--- config.mk ---
export PLATFORM = sky130hd
export DESIGN_NAME = sequenced_frame_link_with_xor_check_flat
export DESIGN_NICKNAME = d
export VERILOG_FILES = /design/src/hw/rtl/sflx_pkg.sv /design/src/hw/rtl/sflx_if.sv /design/src/hw/rtl/sequenced_frame_link_with_xor_check.sv /design/src/hw/rtl/sflx_datapath.sv /design/src/hw/rtl/sflx_ctrl.sv /design/src/flat_wrapper.sv
export SDC_FILE = /design/constraint.sdc
export NUM_CORES = 1
export LEC_CHECK = 0
export ABC_CLOCK_PERIOD_IN_PS = 4250
export BUFFER_PORTS_ARGS = -buffer_cell sky130_fd_sc_hd__buf_2
export CAP_MARGIN = 0
export CORE_ASPECT_RATIO = 2
export CORE_MARGIN = 2
export CORE_UTILIZATION = 55
export CTS_CLUSTER_SIZE = 20
export DETAILED_ROUTE_END_ITERATION = 10
export PLACE_DENSITY = 0.73
export SLEW_MARGIN = 20
export SYNTH_ARGS = -nofsm -noshare
export SYNTH_HDL_FRONTEND = slang
export SYNTH_SLANG_ARGS = --single-unit
--- constraint.sdc ---
create_clock -name clk -period 4.25 [get_ports clk]
set_input_delay 1.275 -clock clk [delete_from_list [all_inputs] [get_ports clk]]
set_output_delay 1.275 -clock clk [all_outputs]
set_load 0.01 [all_outputs]
--- src/hw/rtl/sflx_pkg.sv ---
package sflx_pkg;

	// Result kinds.
	localparam logic [1:0] KIND_TX      = 2'd0;
	localparam logic [1:0] KIND_AUDIO   = 2'd1;
	localparam logic [1:0] KIND_RELAY   = 2'd2;
	localparam logic [1:0] KIND_VERDICT = 2'd3;

	// Receive verdicts.
	localparam logic [1:0] VERD_REJECT = 2'd0;
	localparam logic [1:0] VERD_AUDIO  = 2'd1;
	localparam logic [1:0] VERD_TEXT   = 2'd2;

	// Configuration register indexes.
	localparam int unsigned CFG_IDX_W = 2;
	localparam logic [CFG_IDX_W-1:0] REG_DUP_WINDOW       = 2'd0;
	localparam logic [CFG_IDX_W-1:0] REG_TEXT_SEND_COPIES = 2'd1;
	localparam logic [CFG_IDX_W-1:0] REG_RELAY_COPIES     = 2'd2;

	// Reset values of the configuration registers.
	localparam logic [7:0] DUP_WINDOW_RST = 8'd100;
	localparam logic [3:0] TEXT_COPIES_RST = 4'd2;
	localparam logic [3:0] RELAY_COPIES_RST = 4'd10;

	// Seed of the XOR checksum and of the last accepted ids.
	localparam logic [7:0] CHECK_SEED = 8'd1;
	localparam logic [7:0] LAST_ID_RST = 8'd1;

	typedef enum logic [2:0] {
		ST_IDLE,
		ST_DECIDE,
		ST_EMIT_ID,
		ST_EMIT_TYPE,
		ST_EMIT_TXB,
		ST_PAY_RD,
		ST_PAY_OUT,
		ST_EMIT_VERD
	} state_t;

	// What the item held in the datapath calls for.
	typedef enum logic [2:0] {
		CLS_NONE,
		CLS_TX_FIRST,
		CLS_TX_BYTE,
		CLS_AUDIO_OK,
		CLS_TEXT_OK,
		CLS_REJECT
	} cls_t;

	// Source of the next result beat.
	typedef enum logic [2:0] {
		SEL_ID,
		SEL_TYPE,
		SEL_TXB_NOW,
		SEL_TXB,
		SEL_PAY,
		SEL_VERD
	} sel_t;

	typedef struct packed {
		logic in_ready;
		logic decide;
		logic load;
		sel_t sel;
		logic last;
		logic rd;
		logic idx_clr;
		logic idx_inc;
	} ctl_cmd_t;

	typedef struct packed {
		logic in_fire;
		cls_t cls;
		logic can_load;
		logic idx_last;
		logic relay;
	} ctl_sts_t;

	// A copy count written as zero is reported as one.
	function automatic logic [3:0] copies_of(input logic [3:0] reg_val);
		return (reg_val == 4'd0) ? 4'd1 : reg_val;
	endfunction

	// An id is new if it is ahead of the last one or behind it by more than the window.
	function automatic logic id_is_new(input logic [7:0] id, input logic [7:0] last,
		input logic [7:0] win);
		logic [7:0] id_gap;
		id_gap = last - id;
		return (id > last) || (id_gap > win);
	endfunction

endpackage

--- src/hw/rtl/sflx_if.sv ---
interface sflx_in_if;
	logic       valid;
	logic       ready;
	logic       opcode;
	logic       frame_kind;
	logic [7:0] data_byte;
	logic       first_byte;

	modport source(output valid, opcode, frame_kind, data_byte, first_byte, input ready);
	modport sink(input valid, opcode, frame_kind, data_byte, first_byte, output ready);
endinterface

interface sflx_out_if;
	logic       valid;
	logic       ready;
	logic [7:0] out_byte;
	logic [1:0] result_kind;
	logic [3:0] copies;
	logic [1:0] verdict;
	logic       end_of_run;

	modport source(output valid, out_byte, result_kind, copies, verdict, end_of_run,
		input ready);
	modport sink(input valid, out_byte, result_kind, copies, verdict, end_of_run,
		output ready);
endinterface

interface sflx_cfg_if import sflx_pkg::*; ();
	logic                 valid;
	logic                 ready;
	logic [CFG_IDX_W-1:0] index;
	logic [7:0]           data;

	modport source(output valid, index, data, input ready);
	modport sink(input valid, index, data, output ready);
endinterface

--- src/hw/rtl/sequenced_frame_link_with_xor_check.sv ---
// A mid-frame transmit beat is loaded into the output register in the decide state, or in
// the transmit beat state if the result side stalls; a first transmit byte gives id, type
// and transmit beats, a rejected frame a verdict beat, and an accepted frame payload beats
// (read, then beat), after id and type beats for a relay; other receive bytes and dropped
// bytes give no beat. A new item is taken only once all beats of the last are loaded.
// Reset is asynchronous and clears control state; the payload memory is not cleared.
module sequenced_frame_link_with_xor_check import sflx_pkg::*; #(
	parameter int unsigned PAYLOAD_BYTES = 30
) (
	input  logic       clk,
	input  logic       arst_n,
	sflx_in_if.sink    item,
	sflx_out_if.source result,
	sflx_cfg_if.sink   cfg
);

	ctl_cmd_t cmd;
	ctl_sts_t sts;

	sflx_ctrl u_ctrl (
		.clk    (clk),
		.arst_n (arst_n),
		.sts    (sts),
		.cmd    (cmd)
	);

	sflx_datapath #(
		.PAYLOAD_BYTES (PAYLOAD_BYTES)
	) u_datapath (
		.clk    (clk),
		.arst_n (arst_n),
		.item   (item),
		.result (result),
		.cfg    (cfg),
		.cmd    (cmd),
		.sts    (sts)
	);

endmodule

--- src/hw/rtl/sflx_datapath.sv ---
module sflx_datapath import sflx_pkg::*; #(
	parameter int unsigned PAYLOAD_BYTES = 30
) (
	input  logic       clk,
	input  logic       arst_n,
	sflx_in_if.sink    item,
	sflx_out_if.source result,
	sflx_cfg_if.sink   cfg,
	input  ctl_cmd_t   cmd,
	output ctl_sts_t   sts
);

	localparam int unsigned PosW = $clog2(PAYLOAD_BYTES + 2);
	localparam int unsigned IdxW = $clog2(PAYLOAD_BYTES);
	localparam logic [PosW-1:0] TxLast = PosW'(PAYLOAD_BYTES - 1);
	localparam logic [PosW-1:0] RxLast = PosW'(PAYLOAD_BYTES + 1);
	localparam logic [IdxW-1:0] IdxLast = IdxW'(PAYLOAD_BYTES - 1);

	// Configuration registers.
	logic [7:0] dup_window_q;
	logic [3:0] text_copies_q;
	logic [3:0] relay_copies_q;

	// Latched input item.
	logic       op_q;
	logic       kind_q;
	logic [7:0] byte_q;
	logic       first_q;

	// Link state.
	logic [7:0]      audio_last_q;
	logic [7:0]      text_last_q;
	logic [PosW-1:0] pos_q;
	logic [7:0]      chk_q;
	logic [7:0]      id_q;
	logic [7:0]      type_q;
	logic            open_q;
	logic            rx_q;
	logic [1:0]      mode_q;
	logic [7:0]      txb_q;

	// Payload store and its read side.
	logic [7:0]      pay_mem_q [PAYLOAD_BYTES];
	logic [7:0]      rdata_q;
	logic [IdxW-1:0] idx_q;

	// Output register.
	logic       out_valid_q;
	logic [7:0] out_byte_q;
	logic [1:0] out_kind_q;
	logic [3:0] out_copies_q;
	logic [1:0] out_verdict_q;
	logic       out_end_q;

	logic [PosW-1:0] p_eff;
	logic [7:0]      chk_eff;
	logic            tx_ok;
	logic            rx_ok;
	logic            tx_mid;
	logic            type_text;
	logic [7:0]      tx_ob;
	logic            audio_new;
	logic            text_new;
	cls_t            cls;
	logic [3:0]      tx_copies;
	logic [3:0]      rl_copies;
	logic [IdxW-1:0] waddr;
	logic [7:0]      nx_byte;
	logic [1:0]      nx_kind;
	logic [3:0]      nx_copies;
	logic [1:0]      nx_verdict;

	// Configuration writes are always taken.
	assign cfg.ready = 1'b1;

	always_ff @(posedge clk or negedge arst_n) begin
		if (!arst_n) begin
			dup_window_q   <= DUP_WINDOW_RST;
			text_copies_q  <= TEXT_COPIES_RST;
			relay_copies_q <= RELAY_COPIES_RST;
		end else if (cfg.valid) begin
			case (cfg.index)
				REG_DUP_WINDOW:       dup_window_q <= cfg.data;
				REG_TEXT_SEND_COPIES: text_copies_q <= cfg.data[3:0];
				REG_RELAY_COPIES:     relay_copies_q <= cfg.data[3:0];
				default: ;
			endcase
		end
	end

	// Input handshake and item capture.
	assign item.ready  = cmd.in_ready;
	assign sts.in_fire = item.valid && cmd.in_ready;

	always_ff @(posedge clk) begin
		if (sts.in_fire) begin
			op_q    <= item.opcode;
			kind_q  <= item.frame_kind;
			byte_q  <= item.data_byte;
			first_q <= item.first_byte;
		end
	end

	// Classify the held item against the current link state.
	always_comb begin
		p_eff     = first_q ? '0 : pos_q;
		chk_eff   = first_q ? CHECK_SEED : chk_q;
		tx_ok     = first_q || (open_q && !rx_q);
		rx_ok     = first_q || (open_q && rx_q);
		tx_mid    = p_eff < TxLast;
		type_text = first_q ? kind_q : (type_q != 8'd0);
		tx_ob     = (tx_mid || !type_text) ? byte_q : chk_eff;
		audio_new = id_is_new(id_q, audio_last_q, dup_window_q);
		text_new  = id_is_new(id_q, text_last_q, dup_window_q);
		if (!op_q) begin
			if (!tx_ok) begin
				cls = CLS_NONE;
			end else begin
				cls = first_q ? CLS_TX_FIRST : CLS_TX_BYTE;
			end
		end else if (!rx_ok || p_eff != RxLast) begin
			cls = CLS_NONE;
		end else if (type_q == 8'd0) begin
			cls = audio_new ? CLS_AUDIO_OK : CLS_REJECT;
		end else begin
			cls = (text_new && byte_q == chk_eff) ? CLS_TEXT_OK : CLS_REJECT;
		end
	end

	assign sts.cls = cls;

	// State update when the held item is processed.
	always_ff @(posedge clk or negedge arst_n) begin
		if (!arst_n) begin
			audio_last_q <= LAST_ID_RST;
			text_last_q  <= LAST_ID_RST;
			pos_q        <= '0;
			chk_q        <= CHECK_SEED;
			id_q         <= 8'd0;
			type_q       <= 8'd0;
			open_q       <= 1'b0;
			rx_q         <= 1'b0;
			mode_q       <= KIND_TX;
		end else if (cmd.decide) begin
			if (!op_q && tx_ok) begin
				if (first_q) begin
					type_q <= {7'd0, kind_q};
					if (kind_q) begin
						text_last_q <= text_last_q + 8'd1;
						id_q        <= text_last_q + 8'd1;
					end else begin
						audio_last_q <= audio_last_q + 8'd1;
						id_q         <= audio_last_q + 8'd1;
					end
				end
				pos_q  <= p_eff + PosW'(1);
				chk_q  <= tx_mid ? (chk_eff ^ byte_q) : chk_eff;
				open_q <= tx_mid;
				rx_q   <= 1'b0;
				mode_q <= KIND_TX;
			end else if (op_q && rx_ok) begin
				if (p_eff == PosW'(0)) begin
					id_q <= byte_q;
				end else if (p_eff == PosW'(1)) begin
					type_q <= byte_q;
				end
				if (p_eff >= PosW'(2) && p_eff < RxLast) begin
					chk_q <= chk_eff ^ byte_q;
				end else begin
					chk_q <= chk_eff;
				end
				pos_q  <= p_eff + PosW'(1);
				open_q <= (p_eff != RxLast);
				rx_q   <= 1'b1;
				if (cls == CLS_AUDIO_OK) begin
					audio_last_q <= id_q;
					mode_q       <= KIND_AUDIO;
				end else if (cls == CLS_TEXT_OK) begin
					text_last_q <= id_q;
					mode_q      <= KIND_RELAY;
				end
			end
		end
	end

	// Held copy of the transmit byte for the end of a header sequence or a stalled transmit beat.
	always_ff @(posedge clk) begin
		if (cmd.decide) begin
			txb_q <= tx_ob;
		end
	end

	// Payload store: written by receive bytes, read one byte per request.
	assign waddr = IdxW'(p_eff - PosW'(2));

	always_ff @(posedge clk) begin
		if (cmd.decide && op_q && rx_ok && p_eff >= PosW'(2)) begin
			pay_mem_q[waddr] <= byte_q;
		end
		if (cmd.rd) begin
			rdata_q <= pay_mem_q[idx_q];
		end
	end

	always_ff @(posedge clk or negedge arst_n) begin
		if (!arst_n) begin
			idx_q <= '0;
		end else if (cmd.idx_clr) begin
			idx_q <= '0;
		end else if (cmd.idx_inc) begin
			idx_q <= idx_q + IdxW'(1);
		end
	end

	assign sts.idx_last = (idx_q == IdxLast);
	assign sts.relay    = (mode_q == KIND_RELAY);

	// Result field selection.
	always_comb begin
		tx_copies = (type_q != 8'd0) ? copies_of(text_copies_q) : 4'd1;
		rl_copies = copies_of(relay_copies_q);
		case (cmd.sel)
			SEL_ID, SEL_TYPE: begin
				nx_byte    = (cmd.sel == SEL_ID) ? id_q : type_q;
				nx_kind    = mode_q;
				nx_copies  = (mode_q == KIND_RELAY) ? rl_copies : tx_copies;
				nx_verdict = (mode_q == KIND_RELAY) ? VERD_TEXT : VERD_REJECT;
			end
			SEL_TXB_NOW, SEL_TXB: begin
				nx_byte    = (cmd.sel == SEL_TXB_NOW) ? tx_ob : txb_q;
				nx_kind    = KIND_TX;
				nx_copies  = tx_copies;
				nx_verdict = VERD_REJECT;
			end
			SEL_PAY: begin
				nx_byte    = (mode_q == KIND_RELAY && sts.idx_last) ? 8'd0 : rdata_q;
				nx_kind    = mode_q;
				nx_copies  = (mode_q == KIND_RELAY) ? rl_copies : 4'd0;
				nx_verdict = (mode_q == KIND_RELAY) ? VERD_TEXT : VERD_AUDIO;
			end
			default: begin
				nx_byte    = 8'd0;
				nx_kind    = KIND_VERDICT;
				nx_copies  = 4'd0;
				nx_verdict = VERD_REJECT;
			end
		endcase
	end

	// Output register.
	assign sts.can_load = !out_valid_q || result.ready;

	always_ff @(posedge clk or negedge arst_n) begin
		if (!arst_n) begin
			out_valid_q <= 1'b0;
		end else if (cmd.load) begin
			out_valid_q <= 1'b1;
		end else if (result.ready) begin
			out_valid_q <= 1'b0;
		end
	end

	always_ff @(posedge clk) begin
		if (cmd.load) begin
			out_byte_q    <= nx_byte;
			out_kind_q    <= nx_kind;
			out_copies_q  <= nx_copies;
			out_verdict_q <= nx_verdict;
			out_end_q     <= cmd.last;
		end
	end

	assign result.valid       = out_valid_q;
	assign result.out_byte    = out_byte_q;
	assign result.result_kind = out_kind_q;
	assign result.copies      = out_copies_q;
	assign result.verdict     = out_verdict_q;
	assign result.end_of_run  = out_end_q;

`ifndef SYNTHESIS
	// A beat waiting in the output register is never overwritten.
	assert property (@(posedge clk) disable iff (!arst_n)
		cmd.load |-> (!out_valid_q || result.ready))
		else $error("result beat overwritten");

	// A beat that is not taken stays offered.
	assert property (@(posedge clk) disable iff (!arst_n)
		(out_valid_q && !result.ready) |=> out_valid_q)
		else $error("result beat dropped");

	// An open frame never runs past its last byte position.
	assert property (@(posedge clk) disable iff (!arst_n)
		open_q |-> (pos_q <= RxLast))
		else $error("byte position beyond frame end");
`endif

endmodule

--- src/hw/rtl/sflx_ctrl.sv ---
module sflx_ctrl import sflx_pkg::*; (
	input  logic     clk,
	input  logic     arst_n,
	input  ctl_sts_t sts,
	output ctl_cmd_t cmd
);

	state_t state_q;
	state_t state_d;

	always_ff @(posedge clk or negedge arst_n) begin
		if (!arst_n) begin
			state_q <= ST_IDLE;
		end else begin
			state_q <= state_d;
		end
	end

	// Next state.
	always_comb begin
		state_d = state_q;
		case (state_q)
			ST_IDLE: begin
				if (sts.in_fire) state_d = ST_DECIDE;
			end
			ST_DECIDE: begin
				case (sts.cls)
					CLS_TX_FIRST, CLS_TEXT_OK: state_d = ST_EMIT_ID;
					CLS_TX_BYTE: state_d = sts.can_load ? ST_IDLE : ST_EMIT_TXB;
					CLS_AUDIO_OK: state_d = ST_PAY_RD;
					CLS_REJECT: state_d = ST_EMIT_VERD;
					default: state_d = ST_IDLE;
				endcase
			end
			ST_EMIT_ID: begin
				if (sts.can_load) state_d = ST_EMIT_TYPE;
			end
			ST_EMIT_TYPE: begin
				if (sts.can_load) state_d = sts.relay ? ST_PAY_RD : ST_EMIT_TXB;
			end
			ST_EMIT_TXB, ST_EMIT_VERD: begin
				if (sts.can_load) state_d = ST_IDLE;
			end
			ST_PAY_RD: begin
				state_d = ST_PAY_OUT;
			end
			ST_PAY_OUT: begin
				if (sts.can_load) state_d = sts.idx_last ? ST_IDLE : ST_PAY_RD;
			end
			default: state_d = ST_IDLE;
		endcase
	end

	// Commands to the datapath.
	always_comb begin
		cmd = '{in_ready: 1'b0, decide: 1'b0, load: 1'b0, sel: SEL_VERD, last: 1'b0,
			rd: 1'b0, idx_clr: 1'b0, idx_inc: 1'b0};
		case (state_q)
			ST_IDLE: begin
				cmd.in_ready = 1'b1;
			end
			ST_DECIDE: begin
				cmd.decide  = 1'b1;
				cmd.idx_clr = 1'b1;
				cmd.sel     = SEL_TXB_NOW;
				cmd.last    = 1'b1;
				cmd.load    = (sts.cls == CLS_TX_BYTE) && sts.can_load;
			end
			ST_EMIT_ID: begin
				cmd.sel  = SEL_ID;
				cmd.load = sts.can_load;
			end
			ST_EMIT_TYPE: begin
				cmd.sel  = SEL_TYPE;
				cmd.load = sts.can_load;
			end
			ST_EMIT_TXB: begin
				cmd.sel  = SEL_TXB;
				cmd.last = 1'b1;
				cmd.load = sts.can_load;
			end
			ST_PAY_RD: begin
				cmd.rd = 1'b1;
			end
			ST_PAY_OUT: begin
				cmd.sel     = SEL_PAY;
				cmd.last    = sts.idx_last;
				cmd.load    = sts.can_load;
				cmd.idx_inc = sts.can_load;
			end
			ST_EMIT_VERD: begin
				cmd.sel  = SEL_VERD;
				cmd.last = 1'b1;
				cmd.load = sts.can_load;
			end
			default: ;
		endcase
	end

`ifndef SYNTHESIS
	// An accepted item is processed in the very next cycle.
	assert property (@(posedge clk) disable iff (!arst_n)
		sts.in_fire |=> (state_q == ST_DECIDE))
		else $error("accepted item not processed");

	// A payload read is always followed by its output beat.
	assert property (@(posedge clk) disable iff (!arst_n)
		(state_q == ST_PAY_RD) |=> (state_q == ST_PAY_OUT))
		else $error("payload read without beat");

	// The last payload beat ends the run and frees the input.
	assert property (@(posedge clk) disable iff (!arst_n)
		(state_q == ST_PAY_OUT && cmd.load && sts.idx_last) |=> (state_q == ST_IDLE))
		else $error("payload run did not end");
`endif

endmodule
--- src/flat_wrapper.sv ---
// flat-port wrapper written by rule: the top's interface ports become plain ports
module sequenced_frame_link_with_xor_check_flat import sflx_pkg::*;
#(
	parameter int unsigned PAYLOAD_BYTES = 30
)
  (clk, arst_n, item_valid, item_opcode, item_frame_kind, item_data_byte, item_first_byte, item_ready, result_valid, result_out_byte, result_result_kind, result_copies, result_verdict, result_end_of_run, result_ready, cfg_valid, cfg_index, cfg_data, cfg_ready);
  sflx_in_if item_i ();
  sflx_out_if result_i ();
  sflx_cfg_if cfg_i ();
  input  logic clk;
  input  logic arst_n;
  input wire logic [$bits(item_i.valid)-1:0] item_valid;
  input wire logic [$bits(item_i.opcode)-1:0] item_opcode;
  input wire logic [$bits(item_i.frame_kind)-1:0] item_frame_kind;
  input wire logic [$bits(item_i.data_byte)-1:0] item_data_byte;
  input wire logic [$bits(item_i.first_byte)-1:0] item_first_byte;
  output wire logic [$bits(item_i.ready)-1:0] item_ready;
  output wire logic [$bits(result_i.valid)-1:0] result_valid;
  output wire logic [$bits(result_i.out_byte)-1:0] result_out_byte;
  output wire logic [$bits(result_i.result_kind)-1:0] result_result_kind;
  output wire logic [$bits(result_i.copies)-1:0] result_copies;
  output wire logic [$bits(result_i.verdict)-1:0] result_verdict;
  output wire logic [$bits(result_i.end_of_run)-1:0] result_end_of_run;
  input wire logic [$bits(result_i.ready)-1:0] result_ready;
  input wire logic [$bits(cfg_i.valid)-1:0] cfg_valid;
  input wire logic [$bits(cfg_i.index)-1:0] cfg_index;
  input wire logic [$bits(cfg_i.data)-1:0] cfg_data;
  output wire logic [$bits(cfg_i.ready)-1:0] cfg_ready;
  assign item_i.valid = item_valid;
  assign item_i.opcode = item_opcode;
  assign item_i.frame_kind = item_frame_kind;
  assign item_i.data_byte = item_data_byte;
  assign item_i.first_byte = item_first_byte;
  assign item_ready = item_i.ready;
  assign result_valid = result_i.valid;
  assign result_out_byte = result_i.out_byte;
  assign result_result_kind = result_i.result_kind;
  assign result_copies = result_i.copies;
  assign result_verdict = result_i.verdict;
  assign result_end_of_run = result_i.end_of_run;
  assign result_i.ready = result_ready;
  assign cfg_i.valid = cfg_valid;
  assign cfg_i.index = cfg_index;
  assign cfg_i.data = cfg_data;
  assign cfg_ready = cfg_i.ready;
  sequenced_frame_link_with_xor_check #(.PAYLOAD_BYTES(PAYLOAD_BYTES)) u_core (.clk(clk), .arst_n(arst_n), .item(item_i), .result(result_i), .cfg(cfg_i));
endmodule
# After elaboration in Yosys (flattened, before gate mapping)
# Memory sizes are Yosys's and may differ from the RTL's. A register that Yosys moved wholly into a read port is not among the register bits.
# Index checks and enable logic that the tools add are counted.
# word_totals
n_memories	1
mem_bits_rw	240
output_inout_bits	20
elab_cells	212
ff_bits	110
# op_classes
add_sub_neg	7
reduce_logical	56
mux	82
n_eq_ne	33
bitwise	1
order_cmp	7
# memory_table
memory	depth	width	rd	rd_ports_with_merged_regs	write_ports	line_no	text
u_core.u_datapath.pay_mem_q	30	8	1	1	1	sflx_datapath.sv:43	logic [7:0] pay_mem_q [PAYLOAD_BYTES];
# op_table
cell	n
8-bit 2-to-1 mux	30
3-bit 2-to-1 mux	11
8-bit greater-than comparator	4
5-bit 2-to-1 mux	5
4-bit one-hot mux with 6 select lines	1
8-bit one-hot mux with 3 select lines	1
3-bit equality test (second input constant)	7
3-bit one-hot mux with 7 select lines	1
4-bit 2-to-1 mux	5
3-bit by 2-bit equality test with 1-bit output (second input constant)	6
2-bit != test (second input constant)	9
8-bit by 1-bit adder with 8-bit output (second input constant)	2
2-bit 2-to-1 mux	8
8-bit subtractor	2
1-bit 2-to-1 mux	15
5-bit AND reduction	3
2-bit nonzero test	7
1-bit logical AND	12
3-bit one-hot mux with 4 select lines	1
4-bit one-hot mux with 3 select lines	1
5-bit by 1-bit adder with 5-bit output (second input constant)	2
5-bit less-than comparator (second input constant)	2
3-bit by 1-bit equality test with 1-bit output (second input constant)	3
8-bit equality test	1
other kinds (26)	47

# Logic depth before layout (Yosys ltp)
# logic_depth
depth_word	14
ltp_mapped	17
ltp_nobuf	16

# Modules after synthesis
# A second synthesis with hierarchy kept.
# unflattened
cells_unflattened	1169
area_unflattened_um2	16733.5
# modules_own_cells
mod	cells_per_inst	area_each_um2	n_inst	seq_area_each_um2
sflx_datapath	1127	16409.5	1	10316.1
sflx_ctrl	42	324.1	1	75.1

# Least setup slack after synthesis
# No wires, ideal clock.
# synth_timing
path_type	flip-flop to flip-flop
startpoint	reg u_core.u_datapath.text_last_q[0]
endpoint	reg u_core.u_datapath.text_last_q[5]
setup_slack_ns	0.411
path_stages_with_launch	17
arrival_time_ns	3.711
t_required_ns	4.122
synth_period_minus_slack_ns	3.839
cell_sequence	dfstp_2 clkbuf_1 inv_1 ha_1 fa_1 nor2b_1 o31a_1 o21a_1 nor2_1 xnor2_1 ha_1 nand2_1 nor2_1 a2111oi_0 o2bb2ai_2 a31oi_2 mux2_1
# synth_between
elab_chain_len	11
elab_cells_between_ends	18
classes_between	2 x add/sub; 2 x order compare; 3 x eq/ne; 7 x mux; 4 x reduce/logical
# synth_lines
element	line_no	text
start, declared	sflx_datapath.sv:32	logic [7:0] text_last_q;
start signal, assigned	sflx_datapath.sv:149	text_last_q <= text_last_q + 8'd1;
start signal, assigned	sflx_datapath.sv:179	text_last_q <= id_q;
8-bit subtractor	sflx_pkg.sv:88	id_gap = last - id;
8-bit greater-than comparator	sflx_pkg.sv:89	return (id > last) || (id_gap > win);
1-bit logical OR	sflx_pkg.sv:89	
1-bit logical AND	sflx_datapath.sv:126	cls = (text_new && byte_q == chk_eff) ? CLS_TEXT_OK : CLS_REJECT;
1-bit 2-to-1 mux	sflx_datapath.sv:126	
3-bit 2-to-1 mux	sflx_datapath.sv:123	end else if (type_q == 8'd0) begin
3-bit 2-to-1 mux	sflx_datapath.sv:121	end else if (!rx_ok || p_eff != RxLast) begin
3-bit 2-to-1 mux	sflx_datapath.sv:115	if (!op_q) begin
3-bit by 2-bit equality test with 1-bit output or 3-bit equality test (tied branches)	sflx_datapath.sv:175, sflx_datapath.sv:178	
2-bit != test (no source line) or 2-bit nonzero test (tied branches)	n/a	
6-bit AND reduction (no source line)	n/a	
# Several ways; a longest one is shown, not always the timed one. The select of a mux whose other input is x is not followed.
# A chain may end at the register's enable or synchronous reset.

# Final worst setup path
# layout_timing
startpoint	reg u_core.u_datapath.audio_last_q[0]
endpoint	reg u_core.u_datapath.audio_last_q[1]
# layout_between
elab_chain_len	10
elab_cells_between_ends	15
classes_between	2 x add/sub; 2 x order compare; 1 x eq/ne; 7 x mux; 3 x reduce/logical
# layout_lines
element	line_no	text
start, declared	sflx_datapath.sv:31	logic [7:0] audio_last_q;
start signal, assigned	sflx_datapath.sv:152	audio_last_q <= audio_last_q + 8'd1;
start signal, assigned	sflx_datapath.sv:176	audio_last_q <= id_q;
8-bit subtractor	sflx_pkg.sv:88	
8-bit greater-than comparator	sflx_pkg.sv:89	
1-bit logical OR	sflx_pkg.sv:89	
3-bit 2-to-1 mux	sflx_datapath.sv:124	cls = audio_new ? CLS_AUDIO_OK : CLS_REJECT;
3-bit 2-to-1 mux	sflx_datapath.sv:123	
3-bit 2-to-1 mux	sflx_datapath.sv:121	
3-bit 2-to-1 mux	sflx_datapath.sv:115	
3-bit by 2-bit equality test with 1-bit output	sflx_datapath.sv:175	if (cls == CLS_AUDIO_OK) begin
2-bit nonzero test (no source line)	n/a	
5-bit AND reduction (no source line)	n/a	
# Several ways; a longest one is shown, not always the timed one. The select of a mux whose other input is x is not followed.

==> flow_summary.json <==
{
  "reg2reg_slack_ns": 0.33,
  "final_cells": 1621,
  "cap_viol_max_count": 0,
  "min_path_type": "reg -> reg",
  "avgSynthCellArea_um2": 14.36,
  "n_antenna_cell": 0,
  "core_area_mm2": 0.02951,
  "netlist.area_leader.share_pct": 51.78,
  "yosysTopAreaCell": "edfxtp_1",
  "crit_fanout": 6,
  "fp.dieArea_mm2": 0.03143,
  "grt_pass1_wl_um": 60780,
  "finalSetupViolations": 0,
  "async_reset_ff_share_pct": 20.67,
  "drcViolationCount": 0,
  "clock-sinks": 358,
  "cp_top_family": "compound AO/OA/AOI/OAI gates",
  "io_pins": 46,
  "fill_cells": 2168,
  "worstHoldStart": "u_core.u_datapath.open_q",
  "synth-warning-count": 0,
  "viasPerCell": 6.217,
  "netlist_area_mm2": 0.01647,
  "drive_above_1_share_pct": 21.80,
  "ys_ff_latch": 358,
  "tightest_slew_ns": 0.9689,
  "antenna_found_initial": 0,
  "status": "complete, no violations",
  "wl_met3_um": 1209,
  "ys.flop_type": "edfxtp_1",
  "ant_nets": 0,
  "hold_path_depth": 2,
  "die-width_um": 126.4,
  "crit_required_ns": 4.76,
  "worstSetupEndpointType": "flop",
  "first_pass_iters": 5,
  "path_buf_inv": 2,
  "ctsHoldBuffers": 0,
  "routed_wl_um": 40050,
  "skew_ns": 0.02074,
  "gr-total-overflow": 0,
  "worstSetupStartpointType": "flop",
  "min_period_ns": 3.916,
  "crit_type": "reg -> reg",
  "ys_seq_area_share_pct": 63.09,
  "port_buffers": 44,
  "track_usage_pct": 25.67,
  "max_freq_mhz": 255.3,
  "drt-met1-wl_um": 12950,
  "synth_enable_flop_cells": 284,
  "slew_headroom_pct": 35.41,
  "crit_slowest_cell": "dfstp_2",
  "top_layer": "met4",
  "grt_pass1_vias": 10560,
  "irDropWorstVdd_mv": 0.5776,
  "dp_cells": 1564,
  "hold_viol_final": 0,
  "gp_congestion": 0.9258,
  "ys_types": 73,
  "dp.final_hpwl_um": 29290,
  "r2r-start": "u_core.u_datapath.audio_last_q[0]",
  "nets": 1305,
  "root_buffer": "clkbuf_16",
  "p_leak_nw": 6.499,
  "cts_resized": 0,
  "crit_chain": "inv_1 > ha_1 > fa_1 > nor2b_1 > o21ai_0 > o21ai_1 > xor2_1 > ha_1 > nand4_1 > a21oi_1 > o21ba_2 > o211a_2 > nor2_1 > buf_4 > mux2i_1",
  "vias": 10080,
  "reg2reg_to": "u_core.u_datapath.audio_last_q[1]",
  "rows": 89,
  "drtIter0Drc": 891,
  "clockBufferDepth": 3,
  "rsz0062_at_grt": "false",
  "hold_end": "u_core.u_datapath.open_q",
  "syn-num-nets": 1219,
  "arrival_ns": 4.42,
  "fin_crit_sh_pct": 92.15,
  "fp.dieH_um": 248.7,
  "clk_latency_ns": 0.58,
  "grt_max_degree": 64,
  "ys_top_cells_by_area": "edfxtp_1, dfrtp_1, mux4_2, ha_1, nand2_1",
  "crit_top_cell": "ha_1",
  "cts_htree_levels": 1,
  "postCtsSetupBuffers": 0,
  "syn_to_final_growth_pct": 11.36,
  "r2r_cells": 15,
  "start_util_pct": 55.81,
  "cts_tree": "yes",
  "wl_per_cell_um": 24.71,
  "finalSetupTns_ns": 0,
  "finalMaxSlewViolations": 0,
  "numCtsBuffers": 30,
  "max_stage_delay_ns": 0.55,
  "routed-wl-met2_um": 22290,
  "clk_pin_slew_ns": 0.07,
  "pwr_density_cell_mw_per_mm2": 638.4,
  "syn_inst": 1147,
  "p_total_mw": 11.71
}
worst reg2reg max path, cell delays in order, from the launching register on:
cell     delay [ns]
dfstp_2        0.55
inv_1          0.08
ha_1           0.24
fa_1           0.47
nor2b_1        0.12
o21ai_0        0.23
o21ai_1        0.30
xor2_1         0.20
ha_1           0.27
nand4_1        0.11
a21oi_1        0.05
o21ba_2        0.24
o211a_2        0.31
nor2_1         0.27
buf_4          0.23
mux2i_1        0.19
layout make-up:
class	count	area, µm²	share of cell area (%)
sequential	358	10400	56.68
multi-input combinational	703	5713	31.15
clock buffer	38	780.7	4.257
timing repair buffer	101	683.2	3.725
tap	364	455.4	2.483
clock inverter	18	166.4	0.9073
inverter	39	146.4	0.7981
per-stage QoR:
stage	area [µm²]	setup WS [ns]	hold WS, ns	utilization [%]
finish	18340	0.3336	0.5051	62.15
global route	18340	0.1154	0.5226	62.15
CTS	18330	0.2734	0.5107	62.10
global placement	17380	0.4043	0.4847	58.89
floorplan	16470	0.4110	0.4626	-
detailed placement	17380	0.3014	0.4954	58.89
routing by layer:
layer	global-route usage, %	vias to the layer above
li1	-	4573
met1	25.05	5064
met2	48.24	293
met3	2.663	147
met4	19.25	0
met5	0	-
report_power, final:
| group | total [mW] | switching [mW] | internal (mW) |
|---|---|---|---|
| registers | 4.90 | 0.501 | 4.40 |
| clock network | 2.67 | 1.23 | 1.44 |
| logic | 4.14 | 2.44 | 1.70 |
| total | 11.7 | 4.18 | 7.53 |
synth_stat cells, types with 7 or more instances:
master	n
nor2_1	93
nand4_1	10
mux4_2	72
nand2_1	107
nand3_1	9
a31o_2	10
a31oi_1	25
dfstp_2	9
inv_1	37
clkbuf_1	29
mux2_2	18
o21ai_0	57
a21oi_1	41
o22ai_1	9
dfrtp_1	65
o211ai_1	7
xnor2_1	21
edfxtp_1	284
o221ai_1	7
mux2i_1	12
nor2b_1	21
xor2_1	15
nor3_1	16
ha_1	44
mux2_1	9
buf_2	8
worst max-delay path by stage:
stage	to	slack, ns	from	cells past startpoint
3_3_place_gp	u_core.u_datapath.text_last_q[3]	0.40	u_core.u_datapath.text_last_q[0]	15
4_1_cts	u_core.u_datapath.text_last_q[3]	0.27	u_core.u_datapath.text_last_q[0]	15
6_report	u_core.u_datapath.audio_last_q[1]	0.33	u_core.u_datapath.audio_last_q[0]	15
3_5_place_dp	u_core.u_datapath.text_last_q[5]	0.30	u_core.u_datapath.text_last_q[0]	15
5_1_grt	u_core.u_datapath.text_last_q[5]	0.12	u_core.u_datapath.text_last_q[0]	15
2_1_floorplan	u_core.u_datapath.text_last_q[5]	0.41	u_core.u_datapath.text_last_q[0]	16
placed cells by master, fill, tap and decap left out, types with 8 or more instances in the layout:
cell	instances
o21ai_0	57
a31oi_1	25
inv_1	37
nand4_1	10
mux2_2	18
clkbuf_1	8
nor2b_1	21
dfrtp_1	63
mux2i_1	12
clkbuf_16	30
buf_2	43
buf_4	55
nand2_1	107
nor2_1	93
ha_1	44
xnor2_1	21
xor2_1	15
mux4_2	72
edfxtp_1	284
nor3_1	16
mux2_1	9
a31o_2	10
dfstp_2	9
a21oi_1	40
o22ai_1	9
nand3_1	9
sequential cells by signal, indices dropped and copies added (netlist names), 2 cells and up:
register,cells
u_core.u_datapath.chk_q,8
u_core.u_datapath.rdata_q,8
u_core.u_datapath.result.copies,4
u_core.u_ctrl.state_q,3
u_core.u_datapath.type_q,8
u_core.u_datapath.result.verdict,2
u_core.u_datapath.id_q,8
u_core.u_datapath.relay_copies_q,4
u_core.u_datapath.byte_q,8
u_core.u_datapath.mode_q,2
u_core.u_datapath.audio_last_q,8
u_core.u_datapath.result.out_byte,8
u_core.u_datapath.idx_q,5
u_core.u_datapath.pos_q,5
u_core.u_datapath.dup_window_q,8
u_core.u_datapath.result.result_kind,2
u_core.u_datapath.pay_mem_q,240
u_core.u_datapath.txb_q,8
u_core.u_datapath.text_copies_q,4
u_core.u_datapath.text_last_q,8
cell families after synthesis:
| family | synth area share (%) |
|---|---|
| XOR/XNOR | 1.915 |
| multiplexers | 12.51 |
| AO/OA/AOI/OAI | 8.440 |
| other | 0.02277 |
| buffers and inverters | 2.249 |
| flip-flops | 63.09 |
| AND/OR/NAND/NOR | 8.182 |
| adder cells (fa/ha/maj) | 3.586 |
No activity file was read; power rests on OpenSTA's default activity.
